## src/sv/cosh_taylor_series_sum_defines.svh

```systemverilog
// assertion macros for the hyperbolic cosine series block
`ifndef COSH_TAYLOR_SERIES_SUM_DEFINES_SVH
`define COSH_TAYLOR_SERIES_SUM_DEFINES_SVH

`ifndef SYNTH
// checked property, held off while reset is high
`define CTS_ASSERT(lbl, clk, rst, prop) \
   lbl: assert property (@(posedge clk) disable iff (rst) prop) \
      else $error("cosh series assertion failed");
// checked property, also checked during reset
`define CTS_ASSERT_ALWAYS(lbl, clk, prop) \
   lbl: assert property (@(posedge clk) prop) \
      else $error("cosh series assertion failed");
`else
`define CTS_ASSERT(lbl, clk, rst, prop)
`define CTS_ASSERT_ALWAYS(lbl, clk, prop)
`endif

`endif

```

## src/sv/cts_pkg.sv

```systemverilog
// shared types and constants for the hyperbolic cosine series block
`timescale 1ns / 1ps
`default_nettype none
package cts_pkg;

   localparam int X_W            = 17;
   localparam int THR_W          = 32;
   localparam int SUM_OUT_W      = 31;
   localparam int CNT_OUT_W      = 5;
   localparam int ONE_POS        = 30;
   localparam int MAX_TERMS_DEF  = 16;
   localparam int X_FRAC_DEF     = 16;

   localparam logic [THR_W-1:0]     THR_RESET = 32'd1073742;
   localparam logic [SUM_OUT_W-1:0] SUM_MAX   = 31'h7FFF_FFFF;

   typedef enum logic [2:0] {
      ST_IDLE,
      ST_CHECK,
      ST_MUL1,
      ST_MUL2,
      ST_DIV_WAIT,
      ST_FINISH
   } state_type;

   typedef struct packed {
      logic busy;
      logic done;
   } div_stat_type;

   typedef struct packed {
      logic load_item;
      logic add_term;
      logic load_p1;
      logic div_start;
      logic load_term;
      logic load_rsp;
   } seq_ctl_type;

endpackage
`default_nettype wire

```

## src/sv/cts_chan_if.sv

```systemverilog
// request and response channel interfaces
`timescale 1ns / 1ps
`default_nettype none
interface cts_req_if;
   logic                   valid;
   logic                   ready;
   logic [cts_pkg::X_W-1:0] x_value;

   modport source (output valid, output x_value, input ready);
   modport sink   (input valid, input x_value, output ready);
endinterface

interface cts_rsp_if;
   logic                         valid;
   logic                         ready;
   logic [cts_pkg::SUM_OUT_W-1:0] series_sum;
   logic [cts_pkg::CNT_OUT_W-1:0] term_count;

   modport source (output valid, output series_sum, output term_count, input ready);
   modport sink   (input valid, input series_sum, input term_count, output ready);
endinterface
`default_nettype wire

```

## src/sv/cts_div.sv

```systemverilog
// bit-serial restoring divider, one quotient bit per cycle
`timescale 1ns / 1ps
`default_nettype none
module cts_div #(
   parameter int NUM_W = 36,
   parameter int DEN_W = 12
) (
   input  wire logic                  clock,
   input  wire logic                  reset,
   input  wire logic                  start,
   input  wire logic [NUM_W-1:0]      dividend,
   input  wire logic [DEN_W-1:0]      divisor,
   output cts_pkg::div_stat_type      stat,
   output logic [NUM_W-1:0]           quotient
);
   import cts_pkg::*;

   localparam int CW = $clog2(NUM_W + 1);

   logic [DEN_W-1:0] rem_ff, rem_in;
   logic [NUM_W-1:0] quo_ff, quo_in;
   logic [DEN_W-1:0] den_ff;
   logic [CW-1:0]    cnt_ff, cnt_in;
   logic             busy_ff, busy_in;
   logic             done_ff, done_in;

   logic [DEN_W:0] trial;
   logic [DEN_W:0] diff;
   logic           ge;

   assign trial = {rem_ff, quo_ff[NUM_W-1]};
   assign diff  = trial - {1'b0, den_ff};
   assign ge    = (trial >= {1'b0, den_ff});

   always_comb begin
      rem_in  = rem_ff;
      quo_in  = quo_ff;
      cnt_in  = cnt_ff;
      busy_in = busy_ff;
      done_in = 1'b0;
      if (start) begin
         rem_in  = '0;
         quo_in  = dividend;
         cnt_in  = CW'(NUM_W);
         busy_in = 1'b1;
      end else if (busy_ff) begin
         rem_in = ge ? diff[DEN_W-1:0] : trial[DEN_W-1:0];
         quo_in = {quo_ff[NUM_W-2:0], ge};
         cnt_in = cnt_ff - 1'b1;
         if (cnt_ff == CW'(1)) begin
            busy_in = 1'b0;
            done_in = 1'b1;
         end
      end
   end

   always_ff @(posedge clock) begin
      if (reset) begin
         busy_ff <= 1'b0;
         done_ff <= 1'b0;
         cnt_ff  <= '0;
      end else begin
         busy_ff <= busy_in;
         done_ff <= done_in;
         cnt_ff  <= cnt_in;
      end
   end

   always_ff @(posedge clock) begin
      rem_ff <= rem_in;
      quo_ff <= quo_in;
      if (start) begin
         den_ff <= divisor;
      end
   end

   assign stat     = div_stat_type'{busy: busy_ff, done: done_ff};
   assign quotient = quo_ff;

endmodule
`default_nettype wire

```

## src/sv/cosh_taylor_series_sum.sv

```systemverilog
// top level: hyperbolic cosine by truncated taylor series, fixed point
`timescale 1ns / 1ps
`default_nettype none
`include "cosh_taylor_series_sum_defines.svh"
// Takes x_value (unsigned, X_FRAC_BITS fraction bits) on the req channel and returns
// cosh(x) in unsigned Q1.30 with the number of terms summed on the rsp channel.
// The series starts at 1.0 and adds a further term while the last one added is at
// least the threshold written on the csr port (reset 1073742, about 0.001), up to
// MAX_TERMS terms; the sum saturates at 2147483647. One item is worked at a time
// and req is not ready meanwhile. Each further term costs two passes through one
// shared multiplier and a bit-serial divide, the divider giving one quotient bit
// per cycle over its NUM_W-bit dividend. The result becomes valid in the same cycle
// that req is ready again; the last step holds while the output register is full
// and rsp is not ready. The result sits in an output register, so the next beat
// is taken while it waits.
module cosh_taylor_series_sum #(
   parameter int MAX_TERMS   = cts_pkg::MAX_TERMS_DEF,
   parameter int X_FRAC_BITS = cts_pkg::X_FRAC_DEF
) (
   input  wire logic                   clock,
   input  wire logic                   reset,
   cts_req_if.sink                     req_chan,
   cts_rsp_if.source                   rsp_chan,
   input  wire logic                   csr_wr_en,
   input  wire logic [cts_pkg::THR_W-1:0] csr_wr_data
);
   import cts_pkg::*;

   // guard bits the integer part of x can add per multiply
   localparam int XG   = (X_W > X_FRAC_BITS) ? (X_W - X_FRAC_BITS) : 0;
   localparam int TW   = THR_W + 2 * XG;
   localparam int P1W  = TW + XG;
   localparam int P2W  = TW + 2 * XG;
   localparam int PRW  = P1W + X_W;
   localparam int NCW  = $clog2(MAX_TERMS + 1);
   localparam int DW   = 2 * (NCW + 1);
   localparam int SW   = TW + $clog2(MAX_TERMS + 1);

   state_type   state_ff, state_in;
   seq_ctl_type ctl;

   logic [THR_W-1:0] thr_ff;
   logic [X_W-1:0]   x_ff;
   logic [TW-1:0]    term_ff;
   logic [SW-1:0]    sum_ff;
   logic [NCW-1:0]   n_ff;
   logic [P1W-1:0]   p1_ff;
   logic [DW-1:0]    den_ff;

   logic                 rsp_valid_ff;
   logic [SUM_OUT_W-1:0] rsp_sum_ff;
   logic [CNT_OUT_W-1:0] rsp_cnt_ff;

   logic                 go_on;
   logic                 rsp_free;
   logic [P1W-1:0]       mul_a;
   logic [PRW-1:0]       prod;
   logic [PRW-1:0]       prod_sh;
   logic [NCW:0]         two_n;
   logic [DW-1:0]        den_w;
   logic [SW-1:0]        sum_next;
   logic [SUM_OUT_W-1:0] sum_sat;
   logic [CNT_OUT_W+NCW-1:0] cnt_ext;

   div_stat_type   div_stat;
   logic [P2W-1:0] div_q;

   assign go_on    = (term_ff >= TW'(thr_ff)) && (n_ff < NCW'(MAX_TERMS - 1));
   assign rsp_free = !rsp_valid_ff || rsp_chan.ready;

   // shared multiplier: term * x first, then p1 * x
   assign mul_a   = (state_ff == ST_MUL1) ? P1W'(term_ff) : p1_ff;
   assign prod    = PRW'(mul_a) * PRW'(x_ff);
   assign prod_sh = prod >> X_FRAC_BITS;

   // divisor 4n^2 - 2n = 2n(2n - 1)
   assign two_n = {n_ff, 1'b0};
   assign den_w = DW'(two_n) * DW'(two_n - 1'b1);

   assign sum_next = sum_ff + SW'(term_ff);
   assign sum_sat  = (sum_ff > SW'(SUM_MAX)) ? SUM_MAX : sum_ff[SUM_OUT_W-1:0];
   assign cnt_ext  = {{CNT_OUT_W{1'b0}}, n_ff};

   always_comb begin
      state_in = state_ff;
      case (state_ff)
         ST_IDLE: begin
            if (req_chan.valid) begin
               state_in = ST_CHECK;
            end
         end
         ST_CHECK: begin
            state_in = go_on ? ST_MUL1 : ST_FINISH;
         end
         ST_MUL1: begin
            state_in = ST_MUL2;
         end
         ST_MUL2: begin
            state_in = ST_DIV_WAIT;
         end
         ST_DIV_WAIT: begin
            if (div_stat.done) begin
               state_in = ST_CHECK;
            end
         end
         ST_FINISH: begin
            if (rsp_free) begin
               state_in = ST_IDLE;
            end
         end
         default: begin
            state_in = ST_IDLE;
         end
      endcase
   end

   always_comb begin
      ctl = '0;
      case (state_ff)
         ST_IDLE: begin
            ctl.load_item = req_chan.valid;
         end
         ST_CHECK: begin
            ctl.add_term = 1'b1;
         end
         ST_MUL1: begin
            ctl.load_p1 = 1'b1;
         end
         ST_MUL2: begin
            ctl.div_start = 1'b1;
         end
         ST_DIV_WAIT: begin
            ctl.load_term = div_stat.done;
         end
         ST_FINISH: begin
            ctl.load_rsp = rsp_free;
         end
         default: begin
            ctl = '0;
         end
      endcase
   end

   assign req_chan.ready = (state_ff == ST_IDLE);

   always_ff @(posedge clock) begin
      if (reset) begin
         state_ff     <= ST_IDLE;
         thr_ff       <= THR_RESET;
         rsp_valid_ff <= 1'b0;
      end else begin
         state_ff <= state_in;
         if (csr_wr_en) begin
            thr_ff <= csr_wr_data;
         end
         if (ctl.load_rsp) begin
            rsp_valid_ff <= 1'b1;
         end else if (rsp_chan.ready) begin
            rsp_valid_ff <= 1'b0;
         end
      end
   end

   always_ff @(posedge clock) begin
      if (ctl.load_item) begin
         x_ff    <= req_chan.x_value;
         term_ff <= TW'(1) << ONE_POS;
         sum_ff  <= '0;
         n_ff    <= '0;
      end
      if (ctl.add_term) begin
         sum_ff <= sum_next;
         n_ff   <= n_ff + 1'b1;
      end
      if (ctl.load_p1) begin
         p1_ff  <= prod_sh[P1W-1:0];
         den_ff <= den_w;
      end
      if (ctl.load_term) begin
         term_ff <= div_q[TW-1:0];
      end
      if (ctl.load_rsp) begin
         rsp_sum_ff <= sum_sat;
         rsp_cnt_ff <= cnt_ext[CNT_OUT_W-1:0];
      end
   end

   cts_div #(
      .NUM_W (P2W),
      .DEN_W (DW)
   ) u_div (
      .clock    (clock),
      .reset    (reset),
      .start    (ctl.div_start),
      .dividend (prod_sh[P2W-1:0]),
      .divisor  (den_ff),
      .stat     (div_stat),
      .quotient (div_q)
   );

   assign rsp_chan.valid      = rsp_valid_ff;
   assign rsp_chan.series_sum = rsp_sum_ff;
   assign rsp_chan.term_count = rsp_cnt_ff;

   // the term count never runs past the cap while an item is worked
   `CTS_ASSERT(a_count_cap, clock, reset, (state_ff != ST_IDLE) |-> (n_ff <= NCW'(MAX_TERMS)))
   // the divider is only started when it is free
   `CTS_ASSERT(a_div_free, clock, reset, ctl.div_start |-> !div_stat.busy)
   // an accepted beat moves the sequencer straight to the first check
   `CTS_ASSERT(a_accept_check, clock, reset,
      (req_chan.valid && req_chan.ready) |=> (state_ff == ST_CHECK))
   // a result is only loaded when the output register can take it
   `CTS_ASSERT_ALWAYS(a_rsp_load, clock,
      ctl.load_rsp |-> (!rsp_valid_ff || rsp_chan.ready))

endmodule
`default_nettype wire
```

## src/flat_wrapper.sv

```systemverilog
// flat-port wrapper written by rule: the top's interface ports become plain ports
module cosh_taylor_series_sum_flat import cts_pkg::*;
#(
   parameter int MAX_TERMS   = cts_pkg::MAX_TERMS_DEF,
   parameter int X_FRAC_BITS = cts_pkg::X_FRAC_DEF
)
  (clock, reset, csr_wr_en, csr_wr_data, req_chan_valid, req_chan_x_value, req_chan_ready, rsp_chan_valid, rsp_chan_series_sum, rsp_chan_term_count, rsp_chan_ready);
  cts_req_if req_chan_i ();
  cts_rsp_if rsp_chan_i ();
  input  wire logic clock;
  input  wire logic reset;
  input  wire logic csr_wr_en;
  input  wire logic [cts_pkg::THR_W-1:0] csr_wr_data;
  input wire logic [$bits(req_chan_i.valid)-1:0] req_chan_valid;
  input wire logic [$bits(req_chan_i.x_value)-1:0] req_chan_x_value;
  output wire logic [$bits(req_chan_i.ready)-1:0] req_chan_ready;
  output wire logic [$bits(rsp_chan_i.valid)-1:0] rsp_chan_valid;
  output wire logic [$bits(rsp_chan_i.series_sum)-1:0] rsp_chan_series_sum;
  output wire logic [$bits(rsp_chan_i.term_count)-1:0] rsp_chan_term_count;
  input wire logic [$bits(rsp_chan_i.ready)-1:0] rsp_chan_ready;
  assign req_chan_i.valid = req_chan_valid;
  assign req_chan_i.x_value = req_chan_x_value;
  assign req_chan_ready = req_chan_i.ready;
  assign rsp_chan_valid = rsp_chan_i.valid;
  assign rsp_chan_series_sum = rsp_chan_i.series_sum;
  assign rsp_chan_term_count = rsp_chan_i.term_count;
  assign rsp_chan_i.ready = rsp_chan_ready;
  cosh_taylor_series_sum #(.MAX_TERMS(MAX_TERMS), .X_FRAC_BITS(X_FRAC_BITS)) u_core (.clock(clock), .reset(reset), .req_chan(req_chan_i), .rsp_chan(rsp_chan_i), .csr_wr_en(csr_wr_en), .csr_wr_data(csr_wr_data));
endmodule
```

## config.mk

```make
export PLATFORM = sky130hd
export DESIGN_NAME = cosh_taylor_series_sum_flat
export DESIGN_NICKNAME = d
export VERILOG_FILES = /design/src/sv/cts_pkg.sv /design/src/sv/cts_chan_if.sv /design/src/sv/cts_div.sv /design/src/sv/cosh_taylor_series_sum.sv /design/src/flat_wrapper.sv
export VERILOG_INCLUDE_DIRS = /design/src /design/src/sv
export SDC_FILE = /design/constraint.sdc
export NUM_CORES = 2
export LEC_CHECK = 0
export ABC_AREA = 1
export BUFFER_PORTS_ARGS = -buffer_cell sky130_fd_sc_hd__buf_4
export CAP_MARGIN = 20
export CORE_MARGIN = 4
export CORE_UTILIZATION = 30
export CTS_BUF_LIST = sky130_fd_sc_hd__clkbuf_8
export DETAILED_ROUTE_END_ITERATION = 7
export PLACE_DENSITY = 0.42
export SLEW_MARGIN = 10
export SYNTH_ARGS = -nofsm -noshare
export SYNTH_HDL_FRONTEND = slang
export SYNTH_SLANG_ARGS = --single-unit
```

## constraint.sdc

```tcl
create_clock -name clock -period 6.1 [get_ports clock]
set_input_delay 0.915 -clock clock [delete_from_list [all_inputs] [get_ports clock]]
set_output_delay 0.915 -clock clock [all_outputs]
set_load 0.05 [all_outputs]
```

# Word-level counts from Yosys, hierarchy flattened
# Index checks and enable logic that the tools add are counted.
# classes
add_sub_neg,5
mul,2
order_cmp,4
n_eq_ne,9
mux,29
bitwise_logic,1
n_reduce_logical,11
# op_table
op,n
$mux 39,2
$mux 36,2
$mux 34,2
$mul 35x17->52,1
$add 39x34->39,1
$gt 39x31->1 const B,1
$mux 35,1
$ge 34x32->1,1
$pmux 3 s6,1
$ge 13x12->1,1
$mul 5x12->11,1
$mux 1,12
$mux 12,1
$mux 3,4
$mux 6,2
$sub 12x12->12,1
$mux 5,2
$reduce_bool 2->1,4
$sub 6x1->7 const B,1
$eq 3x2->1 const B,2
$eq 3x3->1 const B,2
$eq 6x1->1 const B,1
$sub 6x1->6 const B,1
$add 5x1->5 const B,1
other kinds (12),13
# totals
ff_bits,280
wordCells,79

# Longest topological paths before layout
# logic_depth
depth_word,4
ltp_mapped,35
mapped_depth_nobuf,33

# Hierarchy
# From an unflattened synthesis, not the netlist that was laid out.
# hier_totals
cells_unflattened,4158
area_unflattened_um2,34618.2
# by_module_without_submodules
module,n_inst,cells_each,area_per_inst_um2,seq_area_each_um2
cosh_taylor_series_sum,1,3705,30958.4,6035.8
cts_div,1,453,3659.8,1841.8

# Least setup slack after synthesis
# Ideal clock, no wire load.
# synth_path
kind,flip-flop to flip-flop
start,register u_core.state_ff[2]
end,register u_core.u_div.quo_ff[25] (netlist: u_core.u_div.quotient[25]) (data pin)
arrival_time_ns,6.439
required_ns,5.835
setup_slack_ns,-0.604
stages_incl_launch_ff,31
period_less_slack_ns,6.704
path_cell_list,dfxtp_1 -> buf_4 -> nor2_4 -> nand2_4 -> inv_2 -> buf_2 -> or2_2 -> o21ai_2 -> inv_2 -> nand2_1 -> fa_1 -> inv_1 -> fa_1 -> fa_1 -> fa_1 -> fa_1 -> inv_1 -> fa_1 -> inv_1 -> ha_1 -> nand2_1 -> nor2_2 -> inv_1 -> nor2_1 -> inv_1 -> o21ai_0 -> nand2_1 -> nand3_1 -> nand2_1 -> nand3_1 -> o21ai_0
# synth_via
elab_chain_len,4
elab_cells_between_ends,6
# synth_lines
element,line,text
"start, declared",cosh_taylor_series_sum.sv:39,"state_type state_ff, state_in;"
"start signal, assigned",cosh_taylor_series_sum.sv:152,state_ff <= state_in;
$eq 3x2->1,cosh_taylor_series_sum.sv:72,assign mul_a = (state_ff == ST_MUL1) ? P1W'(term_ff) : p1_ff;
$mux 35,cosh_taylor_series_sum.sv:72,
$mul 35x17->52,cosh_taylor_series_sum.sv:73,assign prod = PRW'(mul_a) * PRW'(x_ff);
$mux 36 *,cts_div.sv:41,if (start) begin
named net u_core.u_div.quo_in[25],cts_div.sv:21,"logic [NUM_W-1:0] quo_ff, quo_in;"
"end signal, assigned",cts_div.sv:71,quo_ff <= quo_in;
"end, declared",cts_div.sv:21,
# The timed path passes the listed nets; every way through them passes the cells marked *.
# A chain may end at the register's enable or synchronous reset.

# Worst setup path in the final report
# layout_path
start,register u_core.state_ff[1]
end,register u_core.u_div.quo_ff[29] (netlist: u_core.u_div.quotient[29]) (data pin)
# Same word-level chain as after synthesis.

==> flow_metrics.tcl <==
set metrics [dict create \
    cts-htree-levels 2 \
    fin_crit_ns 6.67 \
    hold_violations 0 \
    synth_top_area_frac 0.298 \
    endpoint_kind "register" \
    tightest_slew_ns 0.938 \
    yosys_register_bits 280 \
    routabilityCongestion 0.916 \
    io_buffers 91 \
    final-setup-viol-count 71 \
    fillers 11922 \
    worstPathMaxFanout 10 \
    finalMaxSlewViolations 0 \
    async_flop_share 0 \
    start_util 0.302 \
    cts_buffers 53 \
    drc 0 \
    synth_area_leaders "fa_1, edfxtp_1, inv_1" \
    cap_violations 0 \
    core_area_um2 114000 \
    root_buffer "clkbuf_8" \
    vias_per_cell 4.54 \
    hp-start "req_chan_x_value[10]" \
    multi_input_area_um2 24600 \
    synth_nets 4962 \
    worstSetupPathType "register to register" \
    clock_path_buffers 3 \
    dp.final_hpwl_um 101000 \
    drt_wl_total_um 121000 \
    violations "negative setup slack" \
    grt_pass1_wl_um 185000 \
    die_w_um 347 \
    netlist_instances 4171 \
    relSlewSlack 0.372 \
    fin_crit_sh 1.09 \
    nNetsFinal 5555 \
    antenna_found_initial 6 \
    wl_per_cell_um 19.2 \
    start_kind "register" \
    rsz0062_at_grt "yes" \
    cts_sinks 280 \
    fp-row-count 124 \
    die_height_um 347 \
    cts_tree "yes" \
    synth_edf_count 224 \
    dr.pass1.iters 5 \
    cp.arrival_ns 7.08 \
    clock_insertion_delay_worst_skew_ns 0.71 \
    drtIter0Drc 1873 \
    synth_cell_types 60 \
    skew_ns 0.0633 \
    yosysSeqAreaShare 0.228 \
    grt.overflow.total 0 \
    antenna_violating_nets_post_route 0 \
    cts_hold_buffers 0 \
    dieArea_um2 120000 \
    crit_start "u_core.state_ff[1]" \
    ys.flop_type "edfxtp_1" \
    setup_ws_ns -0.574 \
    yosysTopAreaCell "fa_1" \
    syn2layout_area_growth_pct 30.2 \
    yosysWarningCount 0 \
    cpPeakStageDelay_ns 0.62 \
    grt_max_degree 76 \
    syn_area_per_cell_um2 8.27 \
    vias 28701 \
    clk_pin_slew_ns 0.06 \
    status "complete, but fails checks" \
    grt_pass1_vias 30345 \
    hold_class "primary input to register" \
    crit_slowest_cell "fa_1" \
    cp_common_cell "fa_1" \
    r2r_start "u_core.state_ff[1]" \
    pin_count 92 \
    max_freq_ghz 0.150 \
    grt_usage 0.202 \
    syn_area_um2 34500 \
    required_ns 6.51 \
    seq_area_um2 7850 \
    drive_gt1_frac 0.264 \
    worst_hold_slack_ns 0.374 \
]
## layout make-up
type                       instances  share of cell area
clock inverter                    40             0.00778
timing repair buffer             657               0.127
clock buffer                      59              0.0181
multi-input combinational       2817               0.548
sequential                       280               0.175
tap                             1512              0.0422
antenna                            2            0.000112
timing repair inverter             1            0.000139
inverter                         954              0.0818
## metrics by stage
step	area, um2	setup TNS, ns	util	setup WS, ns	std cells
5_1_grt	44900	-42.96	0.393	-0.810	6322
3_3_place_gp	40700	-53.54	0.357	-1.10	6136
4_1_cts	43900	-28.81	0.384	-0.582	6293
6_report	44900	-26.65	0.393	-0.574	6322
3_5_place_dp	40700	-54.87	0.357	-1.05	6136
2_1_floorplan	34600	0	-	0.000543	4171
## cell usage after synthesis, drive strengths merged, types with 7 or more instances
| cell type | count |
|---|---|
| inv | 948 |
| nand2 | 849 |
| fa | 514 |
| nor2 | 510 |
| edfxtp | 224 |
| ha | 223 |
| o21ai | 196 |
| a21oi | 192 |
| nand3 | 105 |
| clkbuf | 74 |
| dfxtp | 56 |
| buf | 46 |
| or2 | 42 |
| xor2 | 28 |
| nor3 | 24 |
| and2 | 21 |
| nand4 | 21 |
| a21o | 15 |
| o21bai | 15 |
| a31oi | 10 |
| xnor2 | 10 |
| o21a | 9 |
| a21boi | 7 |
| nor4 | 7 |
## cell usage in the layout (no fill, tap or decap), drive strengths merged
master,netlist,final
a211oi,3,3
a21boi,7,7
a21o,15,15
a21oi,192,192
a221oi,1,1
a22oi,1,1
a31oi,10,10
and2,21,21
and3,3,3
buf,46,657
bufinv,0,6
clkbuf,74,59
clkinv,6,22
clkinvlp,0,4
conb,1,1
dfxtp,56,56
diode,0,2
edfxtp,224,224
fa,514,514
ha,223,223
inv,948,963
nand2,849,849
nand3,105,105
nand3b,2,2
nand4,21,21
nor2,510,510
nor3,24,24
nor3b,1,1
nor4,7,7
o211ai,2,2
o21a,9,9
o21ai,196,196
o21bai,15,15
o22ai,2,2
o31ai,3,3
or2,42,42
xnor2,10,10
xor2,28,28
## metal layers
layer	global-route usage	vias to the layer above	wire length [um]
met2	0.332	584	56400
li1	-	13882	-
met1	0.275	14078	55000
met3	0.0331	157	5940
met5	0	-	0
met4	0.0569	0	3690
## worst paths after layout
check | slack, ns | end | cells after the start
setup / recovery | -0.57 | u_core.u_div.quotient[29] | 32
hold / removal | 0.37 | u_core.x_ff[10] | 1
setup reg to reg | -0.57 | u_core.u_div.quotient[29] | 32
hold reg to reg | 0.42 | u_core.u_div.den_ff[8] | 0
## critical path: cells and delay by family (launching register included)
kind,cells,cell delay [ns]
AO/OA/AOI/OAI,2,0.20
adder cells (fa/ha/maj),7,3.41
buffers and inverters,11,1.08
flip-flops,1,0.32
AND/OR/NAND/NOR,12,1.34
## flip-flops by register name, indices dropped and copies added, names as in the netlist
signal	flops
u_core.sum_ff	39
u_core.u_div.quotient	36
u_core.p1_ff	35
u_core.term_ff	34
u_core.thr_ff	32
u_core.rsp_chan.series_sum	31
u_core.x_ff	17
u_core.u_div.rem_ff	12
u_core.den_ff	11
u_core.u_div.den_ff	11
u_core.u_div.cnt_ff	6
u_core.n_ff	5
u_core.rsp_chan.term_count	5
u_core.state_ff	3
u_core.rsp_chan.valid	1
u_core.u_div.busy_ff	1
u_core.u_div.done_ff	1
## timing repair
action | CTS | global route
endpoints found under the hold margin | 0 | 0
setup endpoints to repair | 71 | 71
gates cloned | 1 | 0
pin swaps | 74 | 102
gates resized for setup | 397 | 232
setup buffers | 59 | 27
## logic make-up (layout without fill, tap and decap cells)
group           after synthesis  in the layout  synth area share
xor+xnor                     38             38            0.0107
fa+ha+maj                   737            737             0.379
flops                       280            280             0.228
other cells                   1              3          0.000109
compound gates              456            456            0.0754
buf+inv                    1074           1711             0.119
simple gates               1585           1585             0.188
Power is left out: the tool's default activity adds up to more than one toggle a clock period on the data nets, which glitch-free logic cannot reach.
